===== src/rtl/core/ubxfp_pkg.sv =====
// Shared constants and result type for the binary GNSS frame parser.
package ubxfp_pkg;

  // Frame sync bytes
  localparam logic [7:0] SYNC_FIRST  = 8'hB5;
  localparam logic [7:0] SYNC_SECOND = 8'h62;

  // Frame status codes
  localparam logic [1:0] STATUS_NONE = 2'd0;
  localparam logic [1:0] STATUS_GOOD = 2'd1;
  localparam logic [1:0] STATUS_BAD  = 2'd2;

  // Default payload buffer depth
  localparam int DEFAULT_BUF_DEPTH = 256;

  // One result item
  typedef struct packed {
    logic [1:0]  frame_status;
    logic [7:0]  msg_class;
    logic [7:0]  msg_id;
    logic [15:0] declared_length;
    logic        payload_valid;
    logic [7:0]  payload_byte;
    logic [7:0]  payload_index;
    logic        payload_stored;
    logic [8:0]  stored_count;
  } res_t;

endpackage


===== src/rtl/core/ubx_frame_parser.sv =====
// Binary GNSS frame parser, Fletcher-8 check, single byte per cycle if unstalled.
//
// Usage: feed received serial bytes on rx_byte with in_valid; a byte is taken at a
// rising edge where in_valid is high and in_stall is low. Every byte gives exactly
// one result item on the output channel (out_valid / out_stall): frame status,
// class, id, declared length, payload byte with its buffer index and stored flag,
// and the saturating stored count.
// A taken byte's result is registered, in the skid register if a result waits.
// Throughput: one byte per cycle unless stalled; the per-byte parse step and
// the 8-bit checksum adds sit between the input port and the result register.
// Stall: a two-entry output stage (result register plus skid register) lets one
// more byte in while a result waits; in_stall rises only when both are full,
// and a stalled result holds its value.
// Reset (rst, synchronous): the parser waits for the first sync byte, all frame
// registers and counts clear, and both output entries empty.
module ubx_frame_parser
  import ubxfp_pkg::*;
#(
  parameter int BUF_DEPTH = DEFAULT_BUF_DEPTH
) (
  input  logic        clk,
  input  logic        rst,
  input  logic        in_valid,
  output logic        in_stall,
  input  logic [7:0]  rx_byte,
  output logic        out_valid,
  input  logic        out_stall,
  output logic [1:0]  frame_status,
  output logic [7:0]  msg_class,
  output logic [7:0]  msg_id,
  output logic [15:0] declared_length,
  output logic        payload_valid,
  output logic [7:0]  payload_byte,
  output logic [7:0]  payload_index,
  output logic        payload_stored,
  output logic [8:0]  stored_count
);

  localparam int KW = $clog2(BUF_DEPTH + 1);
  localparam logic [KW-1:0] DEPTH_K = KW'(BUF_DEPTH);

  typedef enum logic [3:0] {
    PH_SYNC1, PH_SYNC2, PH_CLASS, PH_ID, PH_LEN_LO, PH_LEN_HI,
    PH_PAYLOAD, PH_CK_A, PH_CK_B
  } phase_t;

  // Parser state
  phase_t        phase, phase_next;
  logic [7:0]    class_reg, class_reg_next;
  logic [7:0]    id_reg, id_reg_next;
  logic [7:0]    sum_a, sum_a_next;
  logic [7:0]    sum_b, sum_b_next;
  logic [15:0]   length_reg, length_reg_next;
  logic [15:0]   bytes_left, bytes_left_next;
  logic [KW-1:0] kept_count, kept_count_next;

  // Output stage
  res_t res_next, res_out, res_skid;
  logic skid_valid;

  logic accept;
  logic take;
  logic [7:0] fold_a;

  assign in_stall = skid_valid;
  assign accept   = in_valid && !in_stall;
  assign take     = out_valid && !out_stall;
  assign fold_a   = sum_a + rx_byte;

  // Parse one byte
  always_comb begin
    phase_next      = phase;
    class_reg_next  = class_reg;
    id_reg_next     = id_reg;
    sum_a_next      = sum_a;
    sum_b_next      = sum_b;
    length_reg_next = length_reg;
    bytes_left_next = bytes_left;
    kept_count_next = kept_count;
    res_next        = '0;

    unique case (phase)
      PH_SYNC1: begin
        if (rx_byte == SYNC_FIRST) phase_next = PH_SYNC2;
      end
      PH_SYNC2: begin
        if (rx_byte == SYNC_SECOND) phase_next = PH_CLASS;
        else if (rx_byte != SYNC_FIRST) phase_next = PH_SYNC1;
      end
      PH_CLASS: begin
        class_reg_next = rx_byte;
        sum_a_next     = rx_byte;
        sum_b_next     = rx_byte;
        phase_next     = PH_ID;
      end
      PH_ID: begin
        id_reg_next = rx_byte;
        sum_a_next  = fold_a;
        sum_b_next  = sum_b + fold_a;
        phase_next  = PH_LEN_LO;
      end
      PH_LEN_LO: begin
        length_reg_next = {8'h00, rx_byte};
        sum_a_next      = fold_a;
        sum_b_next      = sum_b + fold_a;
        phase_next      = PH_LEN_HI;
      end
      PH_LEN_HI: begin
        length_reg_next = {rx_byte, length_reg[7:0]};
        bytes_left_next = {rx_byte, length_reg[7:0]};
        kept_count_next = '0;
        sum_a_next      = fold_a;
        sum_b_next      = sum_b + fold_a;
        // Zero length skips the payload
        phase_next = ({rx_byte, length_reg[7:0]} == 16'h0000) ? PH_CK_A : PH_PAYLOAD;
      end
      PH_PAYLOAD: begin
        sum_a_next             = fold_a;
        sum_b_next             = sum_b + fold_a;
        res_next.payload_valid = 1'b1;
        res_next.payload_byte  = rx_byte;
        // Keep the byte while the buffer has room
        if (kept_count < DEPTH_K) begin
          res_next.payload_stored = 1'b1;
          res_next.payload_index  = 8'(kept_count);
          kept_count_next         = kept_count + KW'(1);
        end
        bytes_left_next = bytes_left - 16'd1;
        if (bytes_left == 16'd1) phase_next = PH_CK_A;
      end
      PH_CK_A: begin
        if (rx_byte != sum_a) begin
          res_next.frame_status = STATUS_BAD;
          phase_next            = PH_SYNC1;
        end else begin
          phase_next = PH_CK_B;
        end
      end
      PH_CK_B: begin
        res_next.frame_status = (rx_byte == sum_b) ? STATUS_GOOD : STATUS_BAD;
        phase_next            = PH_SYNC1;
      end
      default: begin
        phase_next = PH_SYNC1;
      end
    endcase

    res_next.msg_class       = class_reg_next;
    res_next.msg_id          = id_reg_next;
    res_next.declared_length = length_reg_next;
    res_next.stored_count    = 9'(kept_count_next);
  end

  // Advance parser state on each accepted item
  always_ff @(posedge clk) begin
    if (rst) begin
      phase      <= PH_SYNC1;
      class_reg  <= '0;
      id_reg     <= '0;
      sum_a      <= '0;
      sum_b      <= '0;
      length_reg <= '0;
      bytes_left <= '0;
      kept_count <= '0;
    end else if (accept) begin
      phase      <= phase_next;
      class_reg  <= class_reg_next;
      id_reg     <= id_reg_next;
      sum_a      <= sum_a_next;
      sum_b      <= sum_b_next;
      length_reg <= length_reg_next;
      bytes_left <= bytes_left_next;
      kept_count <= kept_count_next;
    end
  end

  // Result register with skid entry
  always_ff @(posedge clk) begin
    if (rst) begin
      out_valid  <= 1'b0;
      skid_valid <= 1'b0;
    end else begin
      if (skid_valid) begin
        // Refill the result register from the skid entry
        if (take) begin
          res_out    <= res_skid;
          skid_valid <= 1'b0;
        end
      end else if (accept) begin
        if (!out_valid || take) begin
          res_out   <= res_next;
          out_valid <= 1'b1;
        end else begin
          res_skid   <= res_next;
          skid_valid <= 1'b1;
        end
      end else if (take) begin
        out_valid <= 1'b0;
      end
    end
  end

  assign frame_status    = res_out.frame_status;
  assign msg_class       = res_out.msg_class;
  assign msg_id          = res_out.msg_id;
  assign declared_length = res_out.declared_length;
  assign payload_valid   = res_out.payload_valid;
  assign payload_byte    = res_out.payload_byte;
  assign payload_index   = res_out.payload_index;
  assign payload_stored  = res_out.payload_stored;
  assign stored_count    = res_out.stored_count;

  // Skid entry is only used behind a full result register
  assert property (@(posedge clk) disable iff (rst) skid_valid |-> out_valid)
    else $error("skid entry full while result register empty");

  // A stored byte is always a payload byte
  assert property (@(posedge clk) disable iff (rst)
    out_valid && payload_stored |-> payload_valid)
    else $error("stored flag without payload byte");

  // A frame end never coincides with a payload byte
  assert property (@(posedge clk) disable iff (rst)
    out_valid && (frame_status != STATUS_NONE) |-> !payload_valid)
    else $error("frame end reported on a payload byte");

  // A stalled-back result is held while the receiver stalls
  assert property (@(posedge clk) disable iff (rst)
    out_valid && out_stall |=> out_valid && $stable(res_out))
    else $error("result changed under stall");

endmodule

===== config.mk =====
export PLATFORM = sky130hd
export DESIGN_NAME = ubx_frame_parser
export DESIGN_NICKNAME = d
export VERILOG_FILES = /design/src/rtl/core/ubxfp_pkg.sv /design/src/rtl/core/ubx_frame_parser.sv
export SDC_FILE = /design/constraint.sdc
export NUM_CORES = 1
export LEC_CHECK = 0
export CAP_MARGIN = 20
export CORE_ASPECT_RATIO = 1.2
export CORE_UTILIZATION = 25
export CTS_CLUSTER_SIZE = 30
export DETAILED_ROUTE_END_ITERATION = 8
export DONT_BUFFER_PORTS = 1
export PLACE_DENSITY = 0.48
export SLEW_MARGIN = 20
export SYNTH_ARGS = -nofsm -noshare
export SYNTH_HDL_FRONTEND = slang
export SYNTH_SLANG_ARGS = --single-unit
export TNS_END_PERCENT = 50

===== constraint.sdc =====
create_clock -name clk -period 9.4 [get_ports clk]
set_input_delay 1.88 -clock clk [delete_from_list [all_inputs] [get_ports clk]]
set_output_delay 1.88 -clock clk [all_outputs]
set_load 0.02 [all_outputs]

## Yosys cells after proc, flatten, opt, wreduce, memory -nomap -nowiden

Cells that the tools add are included.

- Bits in registers: 201
- Bits of input ports: 12
- Output and inout bits: 63
- Logic and storage cells: 106

- Add/sub/neg operators: 4
- Magnitude comparators: 1
- Equal/unequal tests: 19
- Mux-type cells: 31
- Bitwise logic cells: 3
- Reduce and logical (&&, ||, !) cells: 20

Operators by type and width:

| kind | number |
|---|---|
| $mux 61 | 4 |
| $pmux 16 s2 | 2 |
| $pmux 4 s8 | 1 |
| $pmux 8 s2 | 2 |
| $mux 4 | 5 |
| $mux 18 | 1 |
| $mux 9 | 2 |
| $pmux 9 s2 | 1 |
| $add 8x8->8 | 2 |
| $eq 16x1->1 const B | 1 |
| $eq 4x3->1 const B | 4 |
| $logic_not 16->1 | 1 |
| $mux 8 | 2 |
| $sub 16x1->16 const B | 1 |
| $reduce_and 4->1 | 3 |
| $reduce_bool 2->1 | 5 |
| $add 9x1->9 const B | 1 |
| $lt 9x9->1 const B | 1 |
| $eq 4x2->1 const B | 2 |
| $eq 8x7->1 const B | 1 |
| $eq 8x8->1 | 1 |
| $eq 8x8->1 const B | 1 |
| $mux 1 | 8 |
| $ne 8x8->1 | 1 |
| 16 further kinds | 25 |

## Longest topological paths before layout

- Depth after elaboration: 6
- Mapped depth: 13
- Gate-level depth less buffers: 13

## Worst setup path before layout

Ideal clock, no wire load.

- Path kind: input to register
- Start: input in_valid
- End: register res_out (netlist bit declared_length[0]), enable pin
- Setup time: 578 ps
- Arrival: 6871 ps
- Required time: 8822 ps
- Setup slack: 1952 ps
- Stages: 3
- Buffers on the path: 1
- Path through: nand2b_1 clkbuf_1 a221oi_1

- Longest elaborated chain between the ends: 3

Ends and longest elaborated chain:

| element | RTL line | RTL |
|---|---|---|
| start, declared | ubx_frame_parser.sv:23 | `input logic in_valid,` |
| $logic_and 1x1->1 | ubx_frame_parser.sv:66 | `assign accept = in_valid && !in_stall;` |
| $reduce_bool 2->1 (no source line) | n/a |  |
| $reduce_and 4->1 (no source line) | n/a |  |
| end signal, assigned | ubx_frame_parser.sv:186 | `res_out <= res_skid;` |
| end signal, assigned | ubx_frame_parser.sv:191 | `res_out <= res_next;` |
| end, declared | ubx_frame_parser.sv:58 | `res_t res_next, res_out, res_skid;` |

No other way between the ends.
A chain may end at the register's enable or synchronous reset.

## Final worst setup path

- Start: input rx_byte[0]
- End: register sum_b[7]

- Longest elaborated chain between the ends: 3

Ends and longest elaborated chain:

| element | RTL line | RTL |
|---|---|---|
| start, declared | ubx_frame_parser.sv:25 | `input logic [7:0] rx_byte,` |
| $add 8x8->8 | ubx_frame_parser.sv:68 | `assign fold_a = sum_a + rx_byte;` |
| $add 8x8->8 | n/a |  |
| $pmux 8 s2 | ubx_frame_parser.sv:82 | `unique case (phase)` |
| end signal, assigned | ubx_frame_parser.sv:170 | `sum_b <= sum_b_next;` |
| end, declared | ubx_frame_parser.sv:52 | `logic [7:0] sum_b, sum_b_next;` |

No other way between the ends.

==> results by group <==
Outcome
  – Status: complete, but fails checks
  – Failing checks: design-rule violations

Logic synthesis
  – EDFF count, synth: 122
  – Count leader, synth: edfxtp_1
  – Synth Warn #: 0
  – Syn avg cell area: 11.05 µm²
  – FFs w/ async S/R, synth: 0
  – Distinct cells, synth: 64
  – Post-synth top flop: edfxtp_1
  – Seq cells post-synth: 201
  – Synth area leaders: edfxtp_1 39%, dfxtp_1 17%, mux2_2 9.8%, nor2_1 3.9%, a21oi_1 2.5%
  – Synth top area share: 0.3887
  – Synth area leader: edfxtp_1
  – Syn Std Cell Area: 0.009425 mm²
  – Top post-synthesis cells by count: 122 x edfxtp_1, 98 x nor2_1, 82 x mux2_2, 79 x dfxtp_1, 61 x nand2_1
  – Share of the yosys chip area belonging to registers: 0.5565
  – Mapped Nets: 886
  – Syn Inst Count: 853

Finish
  – Final instance area: 0.01072 mm²
  – Share of cells above drive strength 1: 0.1706
  – # fillers: 3830
  – Reg with most FFs: res_skid
  – Layout Cells excl Fill: 1318
  – Area growth from synthesis to final layout: 13.75%
  – Max FFs per register: 61
  – Final Util: 0.2898
  – Antenna diodes: 0
  – Nets: 859

Global routing
  – All-Layer GR Usage: 0.1192
  – Vias in the first global route: 6122
  – Largest net degree at the start of global routing: 73
  – Antenna violations before repair: 0
  – Global route total overflow: 0
  – Global-route wire length before repair: 36280 µm

Clock tree
  – CTS root buf: clkbuf_16
  – Clock Latency Late Sink: 0.50 ns
  – TritonCTS Sinks: 201
  – # resized after CTS: 0
  – CTS tree: done
  – TritonCTS Buffers: 24
  – Clock buffer depth: 3
  – CTS clk-pin slew, worst paths: 0.06 ns
  – H-tree depth: 1
  – Post-CTS Setup Bufs: 0
  – Hold Buf Count CTS: 0

Power and ir drop
  – Power Total: 2.076 mW
  – Leakage power: 3.827 nW
  – Peak VDD IR: 0.1491 mV
  – Cell Pwr Density: 193.7 mW/mm²

Flow run
  – Max Cap Viol: 0

Floorplan
  – Starting Density: 0.2548
  – # rows: 77
  – I/O pin total: 75
  – Die W: 179.3 µm
  – Core area: 0.03700 mm²
  – Chip height: 214.7 µm
  – DIE AREA: 0.03849 mm²

Placed design
  – IO Port Bufs: 0
  – Dpl hpwl: 14410 µm
  – Dpl ws: 5.088 ns
  – Placed cell count: 1274
  – Placer Congestion: 0.7995
  – Placed Area: 0.009878 mm²

Routing
  – WL final: 23170 µm
  – Detailed-route wire length per cell: 17.58 µm
  – Post-route ant nets: 0
  – Mean number of vias per cell: 4.783
  – Starting DRC count in detailed routing: 379
  – Vias: 6304
  – First-pass iteration count of the detailed router: 7
  – DRC viols: 10

Worst hold path
  – Hold Crit Class: register to register

Worst setup path
  – Critical Path End Type: register
  – CP Class: primary input to register
  – Worst-path fanout max: 12
  – Worst reg-to-reg setup slack: 6.51 ns
  – Critical path startpoint category: primary input
  – WP data arrival: 4.18 ns
  – Critical Path RT: 9.78 ns

Timing
  – Max Transition Viols Final: 0
  – Hold_ws: 0.4718 ns
  – Clock skew: 0.006545 ns
  – Slack of the critical path: 5.597 ns
  – RSZ-0062 raised after global routing: no
  – Slew HR: 0.3440
  – Slew @ Worst Pin: 0.9840 ns
  – Final setup vio count: 0
  – Fin crit share: 0.4046
  – Post-layout minimum cycle time: 3.803 ns
  – Setup TNS: 0 ns
  – FMAX: 262.9 MHz
  – Final count of hold timing violations: 0
-- cell usage in the layout (no fill, tap or decap), types with 5 or more instances in the layout --
| master | instances |
|---|---|
| a211oi_1 | 9 |
| a21o_1 | 5 |
| a21oi_1 | 48 |
| a22o_1 | 10 |
| a31oi_1 | 11 |
| and2_1 | 10 |
| and3_1 | 11 |
| buf_4 | 10 |
| clkbuf_1 | 6 |
| clkbuf_16 | 25 |
| dfxtp_1 | 78 |
| edfxtp_1 | 122 |
| ha_1 | 19 |
| inv_1 | 8 |
| mux2_2 | 82 |
| nand2_1 | 61 |
| nand3_1 | 19 |
| nand4_1 | 5 |
| nor2_1 | 98 |
| nor3_1 | 42 |
| nor4_1 | 7 |
| o21ai_0 | 33 |
| o21ai_1 | 7 |
| o21bai_1 | 5 |
| o22ai_1 | 5 |
| xnor2_1 | 15 |
| xor2_1 | 8 |
-- routing by layer --
metal	track usage	routed length, µm	up-vias
li1	-	-	3076
met1	0.1655	10900	3083
met2	0.1892	10830	116
met3	0.02194	1030	29
met4	0.02885	406	0
met5	0	0	-
-- cell families after synthesis --
| logic type | synth area share |
|---|---|
| adder cells (fa/ha/maj) | 0.02947 |
| XOR/XNOR | 0.02137 |
| buffers and inverters | 0.02947 |
| multiplexers | 0.1034 |
| AND/OR/NAND/NOR | 0.1556 |
| AO/OA/AOI/OAI | 0.1042 |
| flip-flops | 0.5565 |
-- where the power goes --
part           switching [mW]  internal (mW)
sequential             0.0392          0.968
clock                   0.361          0.612
combinational          0.0528         0.0427
total                   0.453           1.62
-- layout make-up --
cell class / instances / area (µm²) / share of cell area
Clock buffer: 33 / 675.6 / 0.06302
Clock inverter: 11 / 161.4 / 0.01505
Inverter: 9 / 33.78 / 0.003151
Multi-Input combinational cell: 580 / 3934 / 0.3669
Sequential cell: 201 / 5249 / 0.4896
Tap cell: 474 / 593.1 / 0.05532
Timing Repair Buffer: 10 / 75.07 / 0.007002
-- path summary, 6_finish.rpt --
path                   from         endpoint  cells past startpoint
min          bytes_left[12]   bytes_left[12]                      2
max              rx_byte[0]         sum_b[7]                     13
min reg2reg  bytes_left[12]   bytes_left[12]                      2
max reg2reg        phase[1]  stored_count[4]                      7
-- critical path, cell delays in order --
cell and delay (ns):
ha_1 0.20, fa_1 0.43, a211oi_1 0.24, o21bai_1 0.10
a21oi_1 0.18, xnor2_1 0.11, ha_1 0.31, o21ai_0 0.08
a21oi_1 0.15, nand2_1 0.08, xnor2_1 0.19, xnor2_1 0.14
a31oi_1 0.09
Power figures use the tool's default switching activity.
